<file path="src/hdl/sos_pkg.sv">
// Shared types, constants and arithmetic helpers for the shell-order strip index generator.
// Used by sos_front, sos_queue, sos_back and shell_order_strip_index_gen; depends on nothing.
`timescale 1ns / 1ps

package sos_pkg;

  // Bits of the shell number, the integer square root of a 16-bit pixel index.
  localparam int ROOT_BITS = 8;

  // Entries of the queue between the front and the back.
  localparam int QDEPTH = 16;

  // Partial root and the square of that partial root.
  typedef struct packed {
    logic [ROOT_BITS-1:0] res;
    logic [15:0]          sq;
  } root_t;

  // A classified pixel: grid position, direction and the two extra-vertex flags.
  typedef struct packed {
    logic [7:0] i;
    logic [7:0] j;
    logic [1:0] dir;
    logic       pre;
    logic       post;
  } item_t;

  // Corner offsets per direction; bit s of an entry is the offset of strip slot s.
  // Slot 0 is the leading extra vertex, slots 1 and 2 are always sent, slot 3 is
  // the trailing extra vertex.
  localparam logic [3:0] CORNER_DI [4] = '{4'b0011, 4'b1100, 4'b1010, 4'b1010};
  localparam logic [3:0] CORNER_DJ [4] = '{4'b1010, 4'b1010, 4'b0011, 4'b1100};

  // One bit of the digit-by-digit square root. The square of the candidate is
  // built from the running square by adds only: (res + 2^b)^2 = res^2 + res*2^(b+1) + 4^b.
  function automatic root_t sos_root_step(input logic [15:0] n, input root_t cur,
                                          input logic [2:0] b);
    logic [ROOT_BITS-1:0] cand;
    logic [16:0]          cand_sq;
    logic [3:0]           sh_res;
    logic [3:0]           sh_one;
    root_t                nxt;
    cand    = cur.res | (ROOT_BITS'(1) << b);
    sh_res  = 4'(b) + 4'd1;
    sh_one  = {b, 1'b0};
    cand_sq = {1'b0, cur.sq} + ({9'd0, cur.res} << sh_res) + (17'd1 << sh_one);
    nxt     = cur;
    if (cand_sq <= {1'b0, n}) begin
      nxt.res = cand;
      nxt.sq  = cand_sq[15:0];
    end
    return nxt;
  endfunction

  // Maps a grid position back to its shell-order vertex number.
  function automatic logic [16:0] sos_vertex_number(input logic [8:0] vi, input logic [8:0] vj);
    logic [8:0]  m;
    logic [9:0]  a;
    logic [17:0] sq;
    if (vi < vj) begin
      m = vj;
      a = vj[0] ? {1'b0, vi} : ({vj, 1'b0} - {1'b0, vi});
    end else begin
      m = vi;
      a = vi[0] ? ({vi, 1'b0} - {1'b0, vj}) : {1'b0, vj};
    end
    sq = 18'(m) * 18'(m);
    return 17'(sq + 18'(a));
  endfunction

endpackage

</file>
<file path="src/hdl/sos_front.sv">
// Front end: accepts pixel indices, finds the shell by a pipelined square root and
// classifies the pixel into grid position, direction and extra-vertex flags. Uses sos_pkg.
`timescale 1ns / 1ps

module sos_front import sos_pkg::*; #(
  parameter int MAX_DIM = 256
) (
  input  logic        clk,
  input  logic        rst_n,
  input  logic        in_push,
  input  logic [15:0] in_pixel_index,
  output logic        in_full,
  input  logic        release_i,
  output logic        q_push,
  output item_t       q_item
);

  localparam logic [24:0] GRID_LIMIT = 25'(MAX_DIM * MAX_DIM);
  localparam int          CW         = $clog2(QDEPTH + 1);

  logic [CW-1:0] credit_r, credit_nxt;
  logic          accept;
  logic          enter;

  logic          stg_vld_r  [ROOT_BITS];
  logic [15:0]   stg_n_r    [ROOT_BITS];
  root_t         stg_root_r [ROOT_BITS];
  root_t         stg_root_nxt [ROOT_BITS];

  // Every pixel in flight holds a credit, so the queue can never overflow.
  assign in_full = (credit_r == CW'(QDEPTH));
  assign accept  = in_push && !in_full;
  assign enter   = accept && ({9'd0, in_pixel_index} < GRID_LIMIT);

  always_comb begin
    credit_nxt = credit_r + CW'(enter) - CW'(release_i);
  end

  always_ff @(posedge clk) begin
    if (!rst_n) begin
      credit_r <= '0;
    end else begin
      credit_r <= credit_nxt;
    end
  end

  for (genvar k = 0; k < ROOT_BITS; k++) begin : g_root
    if (k == 0) begin : g_first
      assign stg_root_nxt[k] = sos_root_step(in_pixel_index, '0, 3'(ROOT_BITS - 1));
      always_ff @(posedge clk) begin
        if (!rst_n) begin
          stg_vld_r[k] <= 1'b0;
        end else begin
          stg_vld_r[k] <= enter;
        end
      end
      always_ff @(posedge clk) begin
        stg_n_r[k]    <= in_pixel_index;
        stg_root_r[k] <= stg_root_nxt[k];
      end
    end else begin : g_next
      assign stg_root_nxt[k] = sos_root_step(stg_n_r[k-1], stg_root_r[k-1],
                                             3'(ROOT_BITS - 1 - k));
      always_ff @(posedge clk) begin
        if (!rst_n) begin
          stg_vld_r[k] <= 1'b0;
        end else begin
          stg_vld_r[k] <= stg_vld_r[k-1];
        end
      end
      always_ff @(posedge clk) begin
        stg_n_r[k]    <= stg_n_r[k-1];
        stg_root_r[k] <= stg_root_nxt[k];
      end
    end
  end

  // Classification of the finished root: remainder, direction, position, flags.
  always_comb begin
    logic [7:0] l;
    logic [8:0] r;
    logic       ge;
    logic [7:0] pi;
    logic [7:0] pj;
    l  = stg_root_r[ROOT_BITS-1].res;
    r  = 9'(stg_n_r[ROOT_BITS-1] - stg_root_r[ROOT_BITS-1].sq);
    ge = (r >= {1'b0, l});
    if (!ge) begin
      pi = r[7:0];
      pj = l;
    end else begin
      pi = l;
      pj = 8'({l, 1'b0} - r);
    end
    if (!l[0]) begin
      q_item.i = pj;
      q_item.j = pi;
    end else begin
      q_item.i = pi;
      q_item.j = pj;
    end
    q_item.dir  = {l[0], 1'b0} + 2'(ge) + 2'd3;
    q_item.pre  = (r == {1'b0, l});
    q_item.post = (r == {l, 1'b0});
  end

  assign q_push = stg_vld_r[ROOT_BITS-1];

endmodule

</file>
<file path="src/hdl/sos_queue.sv">
// Short first-in first-out queue of classified pixels between the front and the back.
// Uses item_t and QDEPTH from sos_pkg.
`timescale 1ns / 1ps

module sos_queue import sos_pkg::*; (
  input  logic  clk,
  input  logic  rst_n,
  input  logic  push,
  input  item_t wr_item,
  input  logic  pop,
  output item_t rd_item,
  output logic  empty,
  output logic  full
);

  localparam int AW = $clog2(QDEPTH);

  item_t       mem [QDEPTH];
  item_t       rd_item_r;
  logic [AW-1:0] wr_ptr_r, wr_ptr_nxt;
  logic [AW-1:0] rd_ptr_r, rd_ptr_nxt;
  logic [AW:0]   count_r, count_nxt;

  assign empty   = (count_r == '0);
  assign full    = (count_r == (AW+1)'(QDEPTH));
  assign rd_item = rd_item_r;

  always_comb begin
    wr_ptr_nxt = push ? wr_ptr_r + AW'(1) : wr_ptr_r;
    rd_ptr_nxt = pop  ? rd_ptr_r + AW'(1) : rd_ptr_r;
    count_nxt  = count_r + (AW+1)'(push) - (AW+1)'(pop);
  end

  always_ff @(posedge clk) begin
    if (!rst_n) begin
      wr_ptr_r <= '0;
      rd_ptr_r <= '0;
      count_r  <= '0;
    end else begin
      wr_ptr_r <= wr_ptr_nxt;
      rd_ptr_r <= rd_ptr_nxt;
      count_r  <= count_nxt;
    end
  end

  // The head register is loaded from the entry that becomes the head at this
  // edge; an item written into that very entry is passed straight through.
  always_ff @(posedge clk) begin
    if (push) begin
      mem[wr_ptr_r] <= wr_item;
    end
    rd_item_r <= (push && (wr_ptr_r == rd_ptr_nxt)) ? wr_item : mem[rd_ptr_nxt];
  end

endmodule

</file>
<file path="src/hdl/sos_back.sv">
// Back end: walks the strip slots of the queue head pixel and, while the output
// register is free or popped, loads one vertex per cycle into it. Uses sos_pkg.
`timescale 1ns / 1ps

module sos_back import sos_pkg::*; (
  input  logic        clk,
  input  logic        rst_n,
  input  logic        q_empty,
  input  item_t       q_item,
  output logic        q_pop,
  output logic        out_empty,
  input  logic        out_pop,
  output logic [16:0] out_vertex_index,
  output logic        out_last_of_pixel
);

  logic [1:0]  slot_r, slot_nxt;
  logic        act_r, act_nxt;
  logic        out_vld_r, out_vld_nxt;
  logic [16:0] out_vtx_r;
  logic        out_last_r;

  logic [1:0]  cur_slot;
  logic [1:0]  last_slot;
  logic        is_last;
  logic        fire;
  logic [8:0]  vi;
  logic [8:0]  vj;

  // Slot 0 is only visited when the pixel needs a leading vertex, slot 3 only
  // when it needs a trailing one.
  assign cur_slot  = act_r ? slot_r : (q_item.pre ? 2'd0 : 2'd1);
  assign last_slot = q_item.post ? 2'd3 : 2'd2;
  assign is_last   = (cur_slot == last_slot);
  assign fire      = !q_empty && (!out_vld_r || out_pop);
  assign q_pop     = fire && is_last;

  assign vi = {1'b0, q_item.i} + 9'(CORNER_DI[q_item.dir][cur_slot]);
  assign vj = {1'b0, q_item.j} + 9'(CORNER_DJ[q_item.dir][cur_slot]);

  always_comb begin
    slot_nxt    = slot_r;
    act_nxt     = act_r;
    out_vld_nxt = out_vld_r;
    if (fire) begin
      out_vld_nxt = 1'b1;
      if (is_last) begin
        act_nxt = 1'b0;
      end else begin
        act_nxt  = 1'b1;
        slot_nxt = cur_slot + 2'd1;
      end
    end else if (out_pop) begin
      out_vld_nxt = 1'b0;
    end
  end

  always_ff @(posedge clk) begin
    if (!rst_n) begin
      slot_r    <= '0;
      act_r     <= 1'b0;
      out_vld_r <= 1'b0;
    end else begin
      slot_r    <= slot_nxt;
      act_r     <= act_nxt;
      out_vld_r <= out_vld_nxt;
    end
  end

  always_ff @(posedge clk) begin
    if (fire) begin
      out_vtx_r  <= sos_vertex_number(vi, vj);
      out_last_r <= is_last;
    end
  end

  assign out_empty         = !out_vld_r;
  assign out_vertex_index  = out_vtx_r;
  assign out_last_of_pixel = out_last_r;

endmodule

</file>
<file path="src/hdl/shell_order_strip_index_gen.sv">
// Top level of the shell-order strip index generator: front, queue and back.
// Depends on sos_pkg, sos_front, sos_queue and sos_back.
//
//   channel  | handshake        | payload
//   ---------+------------------+-----------------------------------------
//   input    | in_push, in_full | in_pixel_index[15:0]
//   result   | out_pop, out_empty | out_vertex_index[16:0], out_last_of_pixel
//
// Each pixel gives two to four items on the result channel, one per cycle while
// out_pop keeps the output register free; the output register is the limit.
// An input item can be taken every cycle until the front and queue hold QDEPTH pixels.
// The first result of a pixel passes through eight root stages (the first loads at
// the edge that accepts it), the queue head register and the output register.
// Reset is synchronous and active low; it empties the pipeline, the queue and the output.
// A stall on the result side backs up into the queue and then raises in_full.
`timescale 1ns / 1ps

module shell_order_strip_index_gen import sos_pkg::*; #(
  parameter int MAX_DIM = 256
) (
  input  logic        clk,
  input  logic        rst_n,
  input  logic        in_push,
  output logic        in_full,
  input  logic [15:0] in_pixel_index,
  output logic        out_empty,
  input  logic        out_pop,
  output logic [16:0] out_vertex_index,
  output logic        out_last_of_pixel
);

  // Between the front and the queue: classified pixels, one per cycle at most.
  logic  q_push;
  item_t q_wr_item;

  // Between the queue and the back.
  logic  q_pop;
  logic  q_empty;
  logic  q_full;
  item_t q_rd_item;

  // The front computes the shell of each pixel in an eight-stage square-root
  // pipeline and drops pixels outside the MAX_DIM by MAX_DIM grid at the door.
  // It returns a credit whenever the back retires a pixel from the queue.
  sos_front #(
    .MAX_DIM (MAX_DIM)
  ) u_front (
    .clk            (clk),
    .rst_n          (rst_n),
    .in_push        (in_push),
    .in_pixel_index (in_pixel_index),
    .in_full        (in_full),
    .release_i      (q_pop),
    .q_push         (q_push),
    .q_item         (q_wr_item)
  );

  // The queue decouples the root pipeline from the per-vertex sequencing.
  sos_queue u_queue (
    .clk     (clk),
    .rst_n   (rst_n),
    .push    (q_push),
    .wr_item (q_wr_item),
    .pop     (q_pop),
    .rd_item (q_rd_item),
    .empty   (q_empty),
    .full    (q_full)
  );

  // The back turns the head pixel into its strip vertices, one per cycle unless stalled.
  sos_back u_back (
    .clk               (clk),
    .rst_n             (rst_n),
    .q_empty           (q_empty),
    .q_item            (q_rd_item),
    .q_pop             (q_pop),
    .out_empty         (out_empty),
    .out_pop           (out_pop),
    .out_vertex_index  (out_vertex_index),
    .out_last_of_pixel (out_last_of_pixel)
  );

  // The credit scheme must keep the queue from ever overflowing.
  a_no_overflow: assert property (@(posedge clk) disable iff (!rst_n)
    !(q_push && q_full && !q_pop))
    else $error("queue written while full");

  // The back only retires a pixel that is actually in the queue.
  a_no_underflow: assert property (@(posedge clk) disable iff (!rst_n)
    q_pop |-> !q_empty)
    else $error("queue read while empty");

  // A reset leaves no result waiting.
  a_reset_empty: assert property (@(posedge clk)
    !rst_n |=> out_empty)
    else $error("result pending after reset");

endmodule
</file>
<file path="config.mk">
export PLATFORM = sky130hd
export DESIGN_NAME = shell_order_strip_index_gen
export DESIGN_NICKNAME = d
export VERILOG_FILES = /design/src/hdl/sos_pkg.sv /design/src/hdl/sos_front.sv /design/src/hdl/sos_queue.sv /design/src/hdl/sos_back.sv /design/src/hdl/shell_order_strip_index_gen.sv
export SDC_FILE = /design/constraint.sdc
export NUM_CORES = 1
export LEC_CHECK = 0
export BUFFER_PORTS_ARGS = -buffer_cell sky130_fd_sc_hd__buf_2
export CAP_MARGIN = 20
export CORE_UTILIZATION = 35
export CTS_CLUSTER_DIAMETER = 40
export DETAILED_ROUTE_END_ITERATION = 10
export GPL_ROUTABILITY_DRIVEN = 0
export HOLD_SLACK_MARGIN = 0.08
export PLACE_DENSITY_LB_ADDON = 0.08
export SYNTH_ARGS = -nofsm -noshare
export SYNTH_HDL_FRONTEND = slang
export SYNTH_SLANG_ARGS = --single-unit
export TNS_END_PERCENT = 1
</file>
<file path="constraint.sdc">
create_clock -name clk -period 15.57 [get_ports clk]
set_input_delay 0.7785 -clock clk [delete_from_list [all_inputs] [get_ports clk]]
set_output_delay 0.7785 -clock clk [all_outputs]
set_load 0.01 [all_outputs]
</file>
Word level (Yosys, flattened, before mapping)
Memory sizes are Yosys's and may differ from the RTL's. A register that Yosys moved wholly into a read port is not among the register bits.
Cells that the tools add are included.
Widths: inputs -> output; s select.
- bits in registers: 40
- RAM bits: 648
- input port bits: 20
- memories: 4
- memories (name ; depth ; bits a word ; rd ports ; clocked after memory_dff ; wr ports ; line ; RTL):
    u_queue.mem ; 16 ; 20 ; 1 ; 1 ; 1 ; sos_queue.sv:18 ; item_t mem [QDEPTH];
    u_front.stg_root_r ; 8 ; 24 ; 8 ; 0 ; 8 ; sos_front.sv:27 ; root_t stg_root_r [ROOT_BITS];
    u_front.stg_n_r ; 8 ; 16 ; 8 ; 0 ; 8 ; sos_front.sv:26 ; logic [15:0] stg_n_r [ROOT_BITS];
    u_front.stg_vld_r ; 8 ; 1 ; 8 ; 0 ; 8 ; sos_front.sv:25 ; logic stg_vld_r [ROOT_BITS];
- add/sub/neg operators: 30
- multiply operators: 1
- order comparisons: 12
- eq/ne operators: 4
- muxes and demuxes: 46
- bitwise operators: 10
- reduce and logical (&&, ||, !) cells: 10
- operators by type and width (kind ; count):
    $le 17x16->1 ; 7
    $mux 10 ; 4
    $mux 24 ; 1
    $mux 23 ; 1
    $mux 22 ; 1
    $mux 21 ; 1
    $mux 20 ; 1
    $mux 4 ; 5
    $sub 10x9->10 ; 2
    $mux 1 ; 19
    $mux 19 ; 1
    $add 8x1->9 ; 2
    $mux 18 ; 1
    $mux 9 ; 2
    $add 16x10->17 ; 1
    $add 16x11->17 ; 1
    $add 16x12->17 ; 1
    $add 16x13->17 ; 1
    $add 16x14->17 ; 1
    $add 16x15->17 ; 1
    $add 16x9->17 ; 1
    $add 17x1->17 const B ; 1
    $add 17x10->17 ; 1
    $add 17x11->17 const B ; 1
    other kinds (38) ; 55

Longest topological paths before layout
Gate-level depths: netlist (run 1).
- word-level depth: 12
- gate-level depth with buffers: 47
- mapped depth without buffers: 40

Hierarchy
A second synthesis (run 1) with hierarchy kept.
- cells, all modules: 2062
- area, all modules: 27244.9 µm²
- modules (own cells, without submodules) (module ; times used ; cells each ; area each (µm²) ; seq. area each (µm²)):
    sos_queue ; 1 ; 589 ; 12944.9 ; 9949.5
    sos_front ; 1 ; 902 ; 9461.6 ; 4524.3
    sos_back ; 1 ; 571 ; 4838.4 ; 620.6

Least setup slack after synthesis (run 1)
No wires, ideal clock.
- kind: register -> register
- start: reg (tool-made name)
- end: reg u_back.out_vtx_r[16] (netlist: u_back.out_vertex_index[16]) (data pin)
- library setup time: 0.268 ns
- data arrival time: 10.886 ns
- required time: 15.302 ns
- slack: 4.416 ns
- stages on the path, launching flop included: 44
- clock period less this slack: 11.154 ns
- cell sequence: dfxtp_1 buf_4 buf_6 buf_6 buf_4 buf_1 buf_1 mux4_2 mux4_2 mux2i_1 ha_1 ha_1 inv_1 nor2_1 a2111oi_4 nand3_4 a221oi_2 a2bb2oi_1 (+8 left out) fa_1 inv_1 fa_1 inv_1 fa_1 inv_1 fa_1 inv_1 fa_1 inv_1 ha_1 a21oi_1 nand2b_1 a21oi_1 a211o_1 a21o_1 a21oi_1 xnor3_1
- RTL lines (element ; line ; RTL):
    end signal: assignment ; sos_back.sv:72 ; out_vtx_r <= sos_vertex_number(vi, vj);
    end: declaration ; sos_back.sv:20 ; logic [16:0] out_vtx_r;

==> run metrics, run 1 <==
ranking of synthesized cells by area sky130_fd_sc_hd__edfxtp_1 37%, sky130_fd_sc_hd__dfxtp_1 18%, sky130_fd_sc_hd__ha_1 8.5%; portion of netlist area occupied by mux cells about a tenth; count of endpoints failing setup in the final report 0; post-layout utilization of the core 41.8%; dominant combinational cell family by area after synthesis adder cells; Iter 0 DRT Violations just over 800; NumNets Final approximately 2400; data arrival time of the worst path roughly 12 ns; first-pass GRT wire length 97.5 mm; fraction of post-synthesis cell area in the top cell type by area 37.4%; standard-cell rows about 100; timing-limited maximum frequency between 0.08 and 0.09 GHz; placed wire-length estimate after detailed placement around 42 mm; number of synthesized register bits between 500 and 600; worst setup path category register to register; full die area between 70000 and 80000 µm²; top fanout value on the critical path 33; static leakage power 12.5 nW; TritonCTS Buffers slightly above 90; adder-cell share of the synthesized area 12.2%; Synth-to-Final Area Change 17.4%; Antenna Violating Nets Remaining 0; placed standard-cell area approximately 29000 µm²; count of warnings emitted by yosys 0; sequential fraction of the synthesis area a little under three fifths; setup tns final 0 ns; unique cell type count in the Yosys netlist 83; type of the tightest min-delay check primary input to register; most frequent cells in the layout 338 x sky130_fd_sc_hd__edfxtp_1, 245 x sky130_fd_sc_hd__dfxtp_1, 210 x sky130_fd_sc_hd__inv_1, 185 x sky130_fd_sc_hd__ha_1, 105 x sky130_fd_sc_hd__nand2_1; number of sinks handled by clock tree synthesis between 500 and 600; average footprint of a synthesized cell 13.4 µm²; via count of the first global-routing pass 16500; largest net degree at the start of global routing 53; maximum level of the CTS H-tree 3; most area-hungry cell type in the Yosys netlist sky130_fd_sc_hd__edfxtp_1; synthesized-area fraction occupied by ao, oa, aoi and oai cells ~6.4%; basic-gate share of the synthesized area counting and, or, nand and nor cells ~7.4%; fin area 31900 µm²; vias post-DR 15700; clk root buf sky130_fd_sc_hd__clkbuf_16; clock network latency to the later pin of the worst-skew pair ~0.63 ns; number of flops mapped to enable cells by yosys 338; routed wirelength normalized by instance count roughly 19 µm; Detailed Route WL about 63 mm; worst-case clock skew between 0.04 and 0.05 ns; Inst Count DP around 3000; number of standard cells in the layout, taps in and fillers out roughly 3300; cell area after technology mapping approximately 27000 µm²; Syn Inst Count 2028; clock period minus worst slack between 10 and 15 ns; share of post-route cells with drive strength above 1 approximately 17%; Starting Density a little over a third; post-synthesis xor/xnor area fraction 4.48%; Boundary Pins 40; cells resized by post-CTS repair 0; peak per-stage delay on the critical path 0.86 ns; Max stage delay cell, worst path sky130_fd_sc_hd__mux2i_1; type of element launching the critical path register; CTS tree built; GR Overflow Total 0; Clock Pin Slew Worst Setup and Hold Paths ~0.06 ns; leading cell type in the layout, fill and taps excluded sky130_fd_sc_hd__edfxtp_1; area inside the core boundary around 76000 µm²; Crit path top cell by count sky130_fd_sc_hd__inv_1; remaining max-slew budget at the tightest pin between 20% and 30%; DIE WIDTH roughly 280 µm; RSZ-0062 raised after global routing false; vertical die dimension approximately 280 µm; max-slew violation total from the final report 0; PwrDens roughly 200 nW/µm²; worst slew pin tran 1.07 ns; Critical Path Sink Type register; status complete, no violations; TritonRoute pass-1 iters 5; DRC 0; hold path startpoint in_pixel_index[0]; total global routing track utilization about 16%; CP required ~16 ns; antenna violations before repair 1; share of the clock period used by the worst path around 76%; number of buffers inserted to repair setup after CTS 0; number of port buffers 39; Async SR Flop Fraction 0%; largest vdd supply drop roughly 0.13 mV; hold-fix buffer count after cts 0; Hold Fails Final Rpt 0; DR vias/cell roughly 4.8; most used flip-flop cell after synthesis sky130_fd_sc_hd__edfxtp_1; count of maximum capacitance violations 0; CTS Buffer Depth 3
==> area by class of cell <==
class	instances	area, µm²
multi-input cells	1188	11000
repair buffers	81	522
flip-flops and latches	585	15100
well taps	1030	1290
clock buffers	104	2400
fillers	7112	44400
diodes	1	2.50
inverters	211	792
clock inverters	66	763
==> final timing paths <==
kind | end | slack, ns | cells after the start
max | u_back.out_vertex_index[16] | 3.81 | 34
min | u_front.stg_n_r[0][0] | 0.24 | 1
max reg2reg | u_back.out_vertex_index[16] | 3.81 | 34
min reg2reg | u_front.stg_n_r[0][17] | 0.34 | 0
==> cell families after synthesis <==
| logic type | count (synthesis) |
|---|---|
| DFF | 585 |
| and+or+nand+nor | 389 |
| AOI/OAI and AO/OA | 265 |
| buffers and inverters | 258 |
| adders and majority gates | 239 |
| muxes | 155 |
| xor gates and xnor gates | 135 |
| other | 2 |
==> cell usage after synthesis (35+ instances only) <==
library cell,number
sky130_fd_sc_hd__o21ai_0,38
sky130_fd_sc_hd__dfxtp_1,247
sky130_fd_sc_hd__a21oi_1,86
sky130_fd_sc_hd__xnor2_1,97
sky130_fd_sc_hd__nand2_1,105
sky130_fd_sc_hd__fa_1,44
sky130_fd_sc_hd__inv_1,210
sky130_fd_sc_hd__mux4_2,91
sky130_fd_sc_hd__mux2i_1,35
sky130_fd_sc_hd__xor2_1,36
sky130_fd_sc_hd__and2_1,56
sky130_fd_sc_hd__nor2_1,75
sky130_fd_sc_hd__ha_1,185
sky130_fd_sc_hd__edfxtp_1,338
==> registers in the layout, indices dropped and copies added, names as in the netlist, 2 cells and up, named ones only <==
name                     flops
u_queue.rd_ptr_r             4
u_queue.count_r              5
u_front.stg_vld_r            8
u_front.stg_n_r            121
u_queue.wr_ptr_r             4
u_front.credit_r             5
u_back.slot_r                2
u_back.out_vertex_index     17
u_front.stg_root_r          92
u_queue.mem                320
==> per-layer routing <==
layer  GRT usage (%)  vias up  share of wire [%]
li1                -     7582                  -
met1            21.5     7815                 46
met2            28.2      208                 50
met3            2.57       77                3.2
met4            4.04        0                1.5
met5               0        -                  0
==> worst max-delay path: cells and delay by family (launching register included) <==
family / cells / cell delay (ns)
xor+xnor: 3 / 1.13
fa+ha+maj: 9 / 3.76
compound gates: 9 / 2.91
mux: 3 / 1.94
simple gates: 4 / 0.54
flops: 1 / 0.70
buf+inv: 6 / 0.48
==> per-stage QoR <==
step	worst slack, ns	power [mW]	hold WS (ns)
floorplan	4.42	3.75	0.322
global placement	3.90	4.41	0.333
detailed placement	3.80	4.48	0.329
CTS	3.71	6.56	0.201
global route	2.93	6.91	0.203
finish	3.81	6.51	0.243
==> power breakdown <==
part | total [mW] | leakage (nW) | internal, mW | switching, mW
Sequential | 2.39 | 5.13 | 2.30 | 0.0937
Clock | 2.05 | 1.50 | 1.29 | 0.758
Combinational | 2.06 | 5.90 | 0.774 | 1.29
Total | 6.51 | 12.5 | 4.36 | 2.14
Power figures use the tool's default switching activity.
==> run 2: changes to the inputs <==
--- a/config.mk
+++ b/config.mk
@@ -5,6 +5,7 @@
 export SDC_FILE = /design/constraint.sdc
 export NUM_CORES = 1
 export LEC_CHECK = 0
+export ABC_AREA = 1
 export BUFFER_PORTS_ARGS = -buffer_cell sky130_fd_sc_hd__buf_2
 export CAP_MARGIN = 20
 export CORE_UTILIZATION = 35
==> constraint.sdc (replaced) <==
create_clock -name clk -period 12.1 [get_ports clk]
set_input_delay 0.605 -clock clk [delete_from_list [all_inputs] [get_ports clk]]
set_output_delay 0.605 -clock clk [all_outputs]
set_load 0.01 [all_outputs]
==> run 2 against run 1 <==
  * Cell area grew 4.2%
  * Global-route usage up 1.6 points
  * Clock skew is 0.0045 ns higher
==> run metrics, run 2 <==
leading cell type in the layout, fill and taps excluded sky130_fd_sc_hd__nand2_1; Inst Count DP 3957 (+28%); count of endpoints failing setup in the final report 0 (unchanged); flop2flop setup slack 1.58 ns (-2.24 ns); TritonRoute pass-1 iters 6 (+1); count of warnings emitted by yosys 0 (unchanged); clk root buf sky130_fd_sc_hd__clkbuf_16; flip-flop count of the largest register, all copies and words added 320 (unchanged); post-layout utilization of the core 42.0% (+0.22 points); sequential fraction of the synthesis area 53.8% (-1.8 points); antenna violations before repair 0 (-1); average footprint of a synthesized cell 9.67 µm² (-28%); worst setup path category register to register; number of antenna diodes 0 (-1); register with the highest flop count u_queue.mem; largest registers u_queue.mem (320), u_front.stg_n_r (121), u_front.stg_root_r (92); clock network latency to the later pin of the worst-skew pair 0.67 ns (+0.04 ns); placed wire-length estimate after detailed placement 46.8 mm (+10%); worst-case clock skew 0.0481 ns (+0.00448 ns); PwrDens 249 nW/µm² (+22%); cells resized by post-CTS repair 0 (unchanged); remaining max-slew budget at the tightest pin 35.2% (+7.0 points); status complete, no violations; TritonCTS Buffers 102 (+12%); number of port buffers 39 (unchanged); largest vdd supply drop 0.186 mV (+38%); Critical Path Sink Type register; most used flip-flop cell after synthesis sky130_fd_sc_hd__edfxtp_1; Worst Hold End u_front.stg_vld_r[0][0]; share of the clock period used by the worst path 87.0% (+11 points); type of element launching the critical path register; fin area 33200 µm² (+4.2%); full die area 81300 µm² (+3.3%); worst slew pin tran 0.965 ns (-0.109 ns); cell types with the highest counts after synthesis 517 x sky130_fd_sc_hd__nand2_1, 442 x sky130_fd_sc_hd__inv_1, 338 x sky130_fd_sc_hd__edfxtp_1; fraction of post-synthesis cell area in the top cell type by area 36.2% (-1.2 points); cell area after technology mapping 28100 µm² (+3.4%); routed wirelength normalized by instance count 17.4 µm (-9.7%); first-pass GRT wire length 114 mm (+17%); RSZ-0062 raised after global routing false; count of maximum capacitance violations 0 (unchanged); via count of the first global-routing pass 20200 (+22%); family with the most delay on the worst path adder cells; area inside the core boundary 79100 µm² (+3.7%); DRC 0 (unchanged); Crit path top cell by count sky130_fd_sc_hd__nand2_1; buffers plus inverters on the worst setup path 11 (+5); number of flops mapped to enable cells by yosys 338 (unchanged); total global routing track utilization 18.0% (+1.6 points); Boundary Pins 40 (unchanged); top-count cell post-synth sky130_fd_sc_hd__nand2_1; max-slew violation total from the final report 0 (unchanged); PnR worst setup slack 1.58 ns (-2.24 ns); type of the tightest min-delay check primary input to register; depth of the worst hold-timing path 3 (+2); Iter 0 DRT Violations 1456 (+80%); standard-cell rows 103 (+2.0%); Antenna Violating Nets Remaining 0 (unchanged); CTS tree built; Hold Fails Final Rpt 0 (unchanged); CTS Buffer Depth 3 (unchanged); share of post-route cells with drive strength above 1 10.6% (-6.6 points); number of cells traversed by the worst register-to-register path 45 (+32%); Syn Inst Count 2902 (+43%); top fanout value on the critical path 46 (+39%); DR vias/cell 4.77 (-0.61%); most area-hungry cell type in the Yosys netlist sky130_fd_sc_hd__edfxtp_1; Async SR Flop Fraction 0% (unchanged); layout filler cell count 7719 (+8.5%); setup tns final 0 ns (unchanged); hold path startpoint in_push; Detailed Route WL 72.3 mm (+15%); Max stage delay cell, worst path sky130_fd_sc_hd__ha_1; maximum level of the CTS H-tree 3 (unchanged); data arrival time of the worst path 10.89 ns (-1.22 ns); GR Overflow Total 0 (unchanged); vertical die dimension 285 µm (+1.7%); NumNets Final 3277 (+36%); static leakage power 14.6 nW (+17%); vias post-DR 19900 (+27%); ranking of synthesized cells by area sky130_fd_sc_hd__edfxtp_1 36%, sky130_fd_sc_hd__dfxtp_1 18%, sky130_fd_sc_hd__ha_1 8.2%; clock period minus worst slack 10.52 ns (-1.23 ns); sequential cell area 15100 µm² (about the same); DIE WIDTH 285 µm (+1.7%); number of synthesized register bits 585 (unchanged); Clock Pin Slew Worst Setup and Hold Paths 0.06 ns (about the same); timing-limited maximum frequency 0.0950 GHz (+12%); peak per-stage delay on the critical path 0.73 ns (-0.13 ns); Starting Density 35.5% (-0.11 points); Synth-to-Final Area Change 18.4%; number of standard cells in the layout, taps in and fillers out 4168 (+28%); CP required 12.47 ns (-3.45 ns); terminus of the critical flop-to-flop path u_back.out_vertex_index[15]; number of sinks handled by clock tree synthesis 585 (unchanged); area of the multi-input gates 10900 µm² (-1.2%); largest net degree at the start of global routing 85 (+60%); worst-case setup slack after placement 1.57 ns (-2.23 ns); most frequent cells in the layout 517 x sky130_fd_sc_hd__nand2_1, 442 x sky130_fd_sc_hd__inv_1, 338 x sky130_fd_sc_hd__edfxtp_1, 244 x sky130_fd_sc_hd__dfxtp_1, 242 x sky130_fd_sc_hd__nor2_1; unique cell type count in the Yosys netlist 54 (-35%); placed standard-cell area 29500 µm² (+2.9%)
[run 2: cell count changes in the layout (fill, tap and decap cells not counted), sizes merged, moves of 26 or more]
cell / delta
nor2: +194
nand3: +135
o21ai: +174
o221ai: +26
and2: -56
xor2: +35
a21o: -27
nand2: +427
mux4: -91
inv: +246
mux2i: -36
xnor2: -77
mux2: -28
o211ai: +27
[run 2: worst register-to-register path: cells and delay by family (launching register included)]
kind                     cells  cell delay (ns)
AND/OR/NAND/NOR             14             1.28
buffers and inverters       11             2.43
XOR/XNOR                     1             0.14
flip-flops                   1             0.30
adder cells (fa/ha/maj)      8             4.02
AO/OA/AOI/OAI               11             2.11
[run 2: where the power goes]
group / internal, mW / switching (mW)
combinational: 0.796 / 1.67
sequential: 2.83 / 0.108
clock: 1.82 / 1.04
[run 2: per-stage QoR]
stage	hold WS (ns)	total power [mW]
2_1_floorplan	0.331	4.59
6_report	0.200	8.26
3_3_place_gp	0.335	5.41
4_1_cts	0.155	8.36
3_5_place_dp	0.339	5.45
5_1_grt	0.181	8.83
[run 2: timing repair]
action	CTS	global route
hold buffers	16	0
setup buffers	0	0
hold endpoints to repair	16	0
[run 2: cell type report]
cell class,instances,share of cell area (%)
clock buffers,128,8.44
clock inverters,66,2.19
inverters,459,5.20
multi-input cells,1783,32.8
flip-flops and latches,585,45.4
well taps,1050,3.95
repair buffers,97,2.02
[run 2: kinds of logic after synthesis]
| logic type | count (synthesis) | share of synthesized area, % |
|---|---|---|
| AND/OR/NAND/NOR | 1026 | 15.3 |
| XOR/XNOR | 92 | 2.87 |
| AO/OA/AOI/OAI | 431 | 8.97 |
| flip-flops | 585 | 53.8 |
| other | 2 | 0.0268 |
| buffers and inverters | 537 | 7.67 |
| adder cells (fa/ha/maj) | 229 | 11.4 |
[run 2: routing by layer]
metal	track usage [%]	wire, µm	share of wire (%)	up-vias
li1	-	-	-	9907
met1	23.8	33300	46	9521
met2	30.5	34900	48	342
met3	2.62	2490	3.4	120
met4	5.37	1610	2.2	0
met5	0	0	0	-
[run 2: worst max-delay path by stage]
stage / slack (ns) / cells after the start / startpoint / end
after global placement: 1.69 / 45 / register / u_back.out_vertex_index[15]
after CTS: 1.55 / 45 / register / u_back.out_vertex_index[15]
final: 1.58 / 45 / register / u_back.out_vertex_index[15]
after detailed placement: 1.57 / 45 / register / u_back.out_vertex_index[15]
after global routing: 0.72 / 45 / register / u_back.out_vertex_index[15]
after floorplan: 3.16 / 52 / register / u_back.out_vertex_index[15]
==> run 3: changes to the inputs <==
--- a/config.mk
+++ b/config.mk
@@ -14,6 +14,7 @@
 export GPL_ROUTABILITY_DRIVEN = 0
 export HOLD_SLACK_MARGIN = 0.08
 export PLACE_DENSITY_LB_ADDON = 0.08
+export REMOVE_ABC_BUFFERS = 1
 export SYNTH_ARGS = -nofsm -noshare
 export SYNTH_HDL_FRONTEND = slang
 export SYNTH_SLANG_ARGS = --single-unit
==> run 3 against run 2 <==
  * Final cell count down 0.26%
  * Via count is essentially flat
  * Clock skew increased by 0.016 ns
  * Sequential cell count unchanged
  * Core utilization increased by 0.12 points
  * Sequential share of layout area shrank 0.13 points
  * Die area did not move
  * Global-route usage is 0.14 points lower
  * Register-to-register slack improved by 0.38 ns
  * Largest power group is now clock
==> run metrics, run 3 (synthesized netlist as in run 2, its figures left out) <==
Boundary Pins 40 (unchanged); layout filler cell count 7644 (-0.97%); type of element launching the critical path register; Overall Power 8.40 mW (+1.6%); flop2flop setup slack 1.96 ns (+0.38 ns); Gate power share 29.3% (-0.5 points); terminus of the critical flop-to-flop path u_back.out_vertex_index[15]; Clock Pin Slew Worst Setup and Hold Paths 0.05 ns (about the same); CTS Buffer Depth 3 (unchanged); worst-case clock skew 0.0642 ns (+0.0161 ns); PwrDens 252 nW/µm² (+1.3%); area inside the core boundary 79100 µm² (unchanged); status complete, no violations; vertical die dimension 285 µm (unchanged); Max stage delay cell, worst path sky130_fd_sc_hd__buf_4; Antenna Violating Nets Remaining 0 (unchanged); DIE WIDTH 285 µm (unchanged); placed wire-length estimate after detailed placement 46.9 mm (+0.30%); largest net degree at the start of global routing 97 (+14%); post-layout utilization of the core 42.1% (+0.12 points); standard-cell rows 103 (unchanged); RSZ-0062 raised after global routing false; TritonCTS Buffers 97 (-4.9%); worst slew pin tran 1.08 ns (+0.116 ns); DRC 0 (unchanged); routed wirelength normalized by instance count 17.3 µm (-0.50%); remaining max-slew budget at the tightest pin 27.4% (-7.7 points); first-pass GRT wire length 113 mm (-1.3%); Synth-to-Final Area Change 18.8%; CTS tree built; vias post-DR 19900 (+0.0050%); P_sw 2.81 mW (-0.24%); depth of the worst hold-timing path 3 (unchanged); flip-flop count of the largest register, all copies and words added 320 (unchanged); share of the clock period used by the worst path 83.8% (-3.1 points); most frequent cells in the layout 517 x sky130_fd_sc_hd__nand2_1, 442 x sky130_fd_sc_hd__inv_1, 338 x sky130_fd_sc_hd__edfxtp_1, 244 x sky130_fd_sc_hd__dfxtp_1, 242 x sky130_fd_sc_hd__nor2_1; Detailed Route WL 71.8 mm (-0.76%); largest registers u_queue.mem (320), u_front.stg_n_r (121), u_front.stg_root_r (92); Iter 0 DRT Violations 1304 (-10%); number of cells traversed by the worst register-to-register path 45 (unchanged); worst setup path category register to register; type of the tightest min-delay check primary input to register; full die area 81300 µm² (unchanged); GR Overflow Total 0 (unchanged); hold path startpoint in_push; static leakage power 14.6 nW (+0.29%); max-slew violation total from the final report 0 (unchanged); data arrival time of the worst path 10.53 ns (-0.36 ns); family with the most delay on the worst path adder cells; leading cell type in the layout, fill and taps excluded sky130_fd_sc_hd__nand2_1; peak per-stage delay on the critical path 0.80 ns (+0.07 ns); top fanout value on the critical path 75 (+63%); area of the multi-input gates 10900 µm² (-0.11%); via count of the first global-routing pass 20100 (-0.13%); count of endpoints failing setup in the final report 0 (unchanged); timing-limited maximum frequency 0.0986 GHz (+3.7%); Crit path top cell by count sky130_fd_sc_hd__inv_1; Internal 5.58 mW (+2.5%); number of sinks handled by clock tree synthesis 585 (unchanged); Starting Density 35.5% (unchanged); Critical Path Sink Type register; NumNets Final 3272 (-0.15%); buffers plus inverters on the worst setup path 11 (unchanged); Crit path depth 45 (unchanged); Hold Fails Final Rpt 0 (unchanged); TritonRoute pass-1 iters 5 (-1); number of buffers inserted to repair setup after CTS 0 (unchanged); sequential cell area 15100 µm² (unchanged); count of maximum capacitance violations 0 (unchanged); CP required 12.48 ns (about the same); share of post-route cells with drive strength above 1 10.4% (-0.15 points); portion of total power attributed to the clock network 35.7% (+1.1 points); clock period minus worst slack 10.14 ns (-0.378 ns); largest vdd supply drop 0.134 mV (-28%); DR vias/cell 4.78 (+0.27%); number of port buffers 39 (unchanged); Worst Hold End u_front.stg_vld_r[0][0]; clock network latency to the later pin of the worst-skew pair 0.65 ns (-0.02 ns); net switching share of the total power 33.5% (-0.62 points); antenna violations before repair 0 (unchanged); sequential share of power 35.0% (-0.6 points); maximum level of the CTS H-tree 3 (unchanged); number of standard cells in the layout, taps in and fillers out 4157 (-0.26%); register with the highest flop count u_queue.mem; Inst Count DP 3957 (unchanged); total global routing track utilization 17.9% (-0.14 points); clk root buf sky130_fd_sc_hd__clkbuf_16
run 3: changes by cell type in the layout (fill, tap and decap cells not counted), sizes merged:
cell | before | now
clkinvlp | 10 | 5
bufinv | 7 | 20
inv | 470 | 475
clkbuf | 128 | 111
diode | 0 | 1
clkinv | 38 | 30
run 3: worst min-delay path, delay by kind of cell:
kind | cells | cell delay, ns
buffers and inverters | 2 | 0.17
and+or+nand+nor | 1 | 0.06
run 3: how the worst max path moves through the flow:
stage / start / slack [ns] / to
6_report: register / 1.96 / u_back.out_vertex_index[15]
5_1_grt: register / 1.0 / u_back.out_vertex_index[15]
4_1_cts: register / 1.99 / u_back.out_vertex_index[15]
3_5_place_dp: register / 2.03 / u_back.out_vertex_index[15]
3_3_place_gp: register / 2.05 / u_back.out_vertex_index[15]
2_1_floorplan: register / -0.52 / u_back.out_vertex_index[15]
run 3: stage by stage:
step | area, µm² | TNS [ns] | setup WS, ns | hold WS, ns
floorplan | 27600 | -1.61 | -0.523 | 0.331
CTS | 33300 | 0 | 1.99 | 0.213
global placement | 29500 | 0 | 2.05 | 0.334
global route | 33300 | 0 | 0.997 | 0.247
finish | 33300 | 0 | 1.96 | 0.245
detailed placement | 29500 | 0 | 2.03 | 0.336
run 3: final cells by class:
cell class,instances,area share (%)
antenna,1,0.00751
clock buffer,111,7.56
clock inverter,71,3.35
inverter,459,5.19
multi-input combinational,1783,32.6
sequential,585,45.3
tap,1050,3.94
timing repair buffer,97,2.01
run 3: routing by layer:
metal | vias to the layer above | track usage (%) | wire length [µm]
li1 | 9889 | - | -
met1 | 9471 | 22.6 | 31700
met2 | 400 | 31.0 | 35000
met3 | 131 | 2.67 | 2930
met4 | 0 | 6.11 | 2150
met5 | - | 0 | 0
run 3: repair_timing:
action                     CTS  global route
hold buffers                16             0
setup endpoints to repair    0             0
hold endpoints to repair    16             0
gates resized for setup      0             0
run 3: power groups by stage:
stage	sequential (mW)	combinational (mW)	clock (mW)
6_report	2.94	2.46	3.00
3_3_place_gp	2.98	2.41	0
5_1_grt	2.96	2.84	3.16
3_5_place_dp	2.99	2.45	0
4_1_cts	2.95	2.47	3.07
2_1_floorplan	2.95	1.63	0
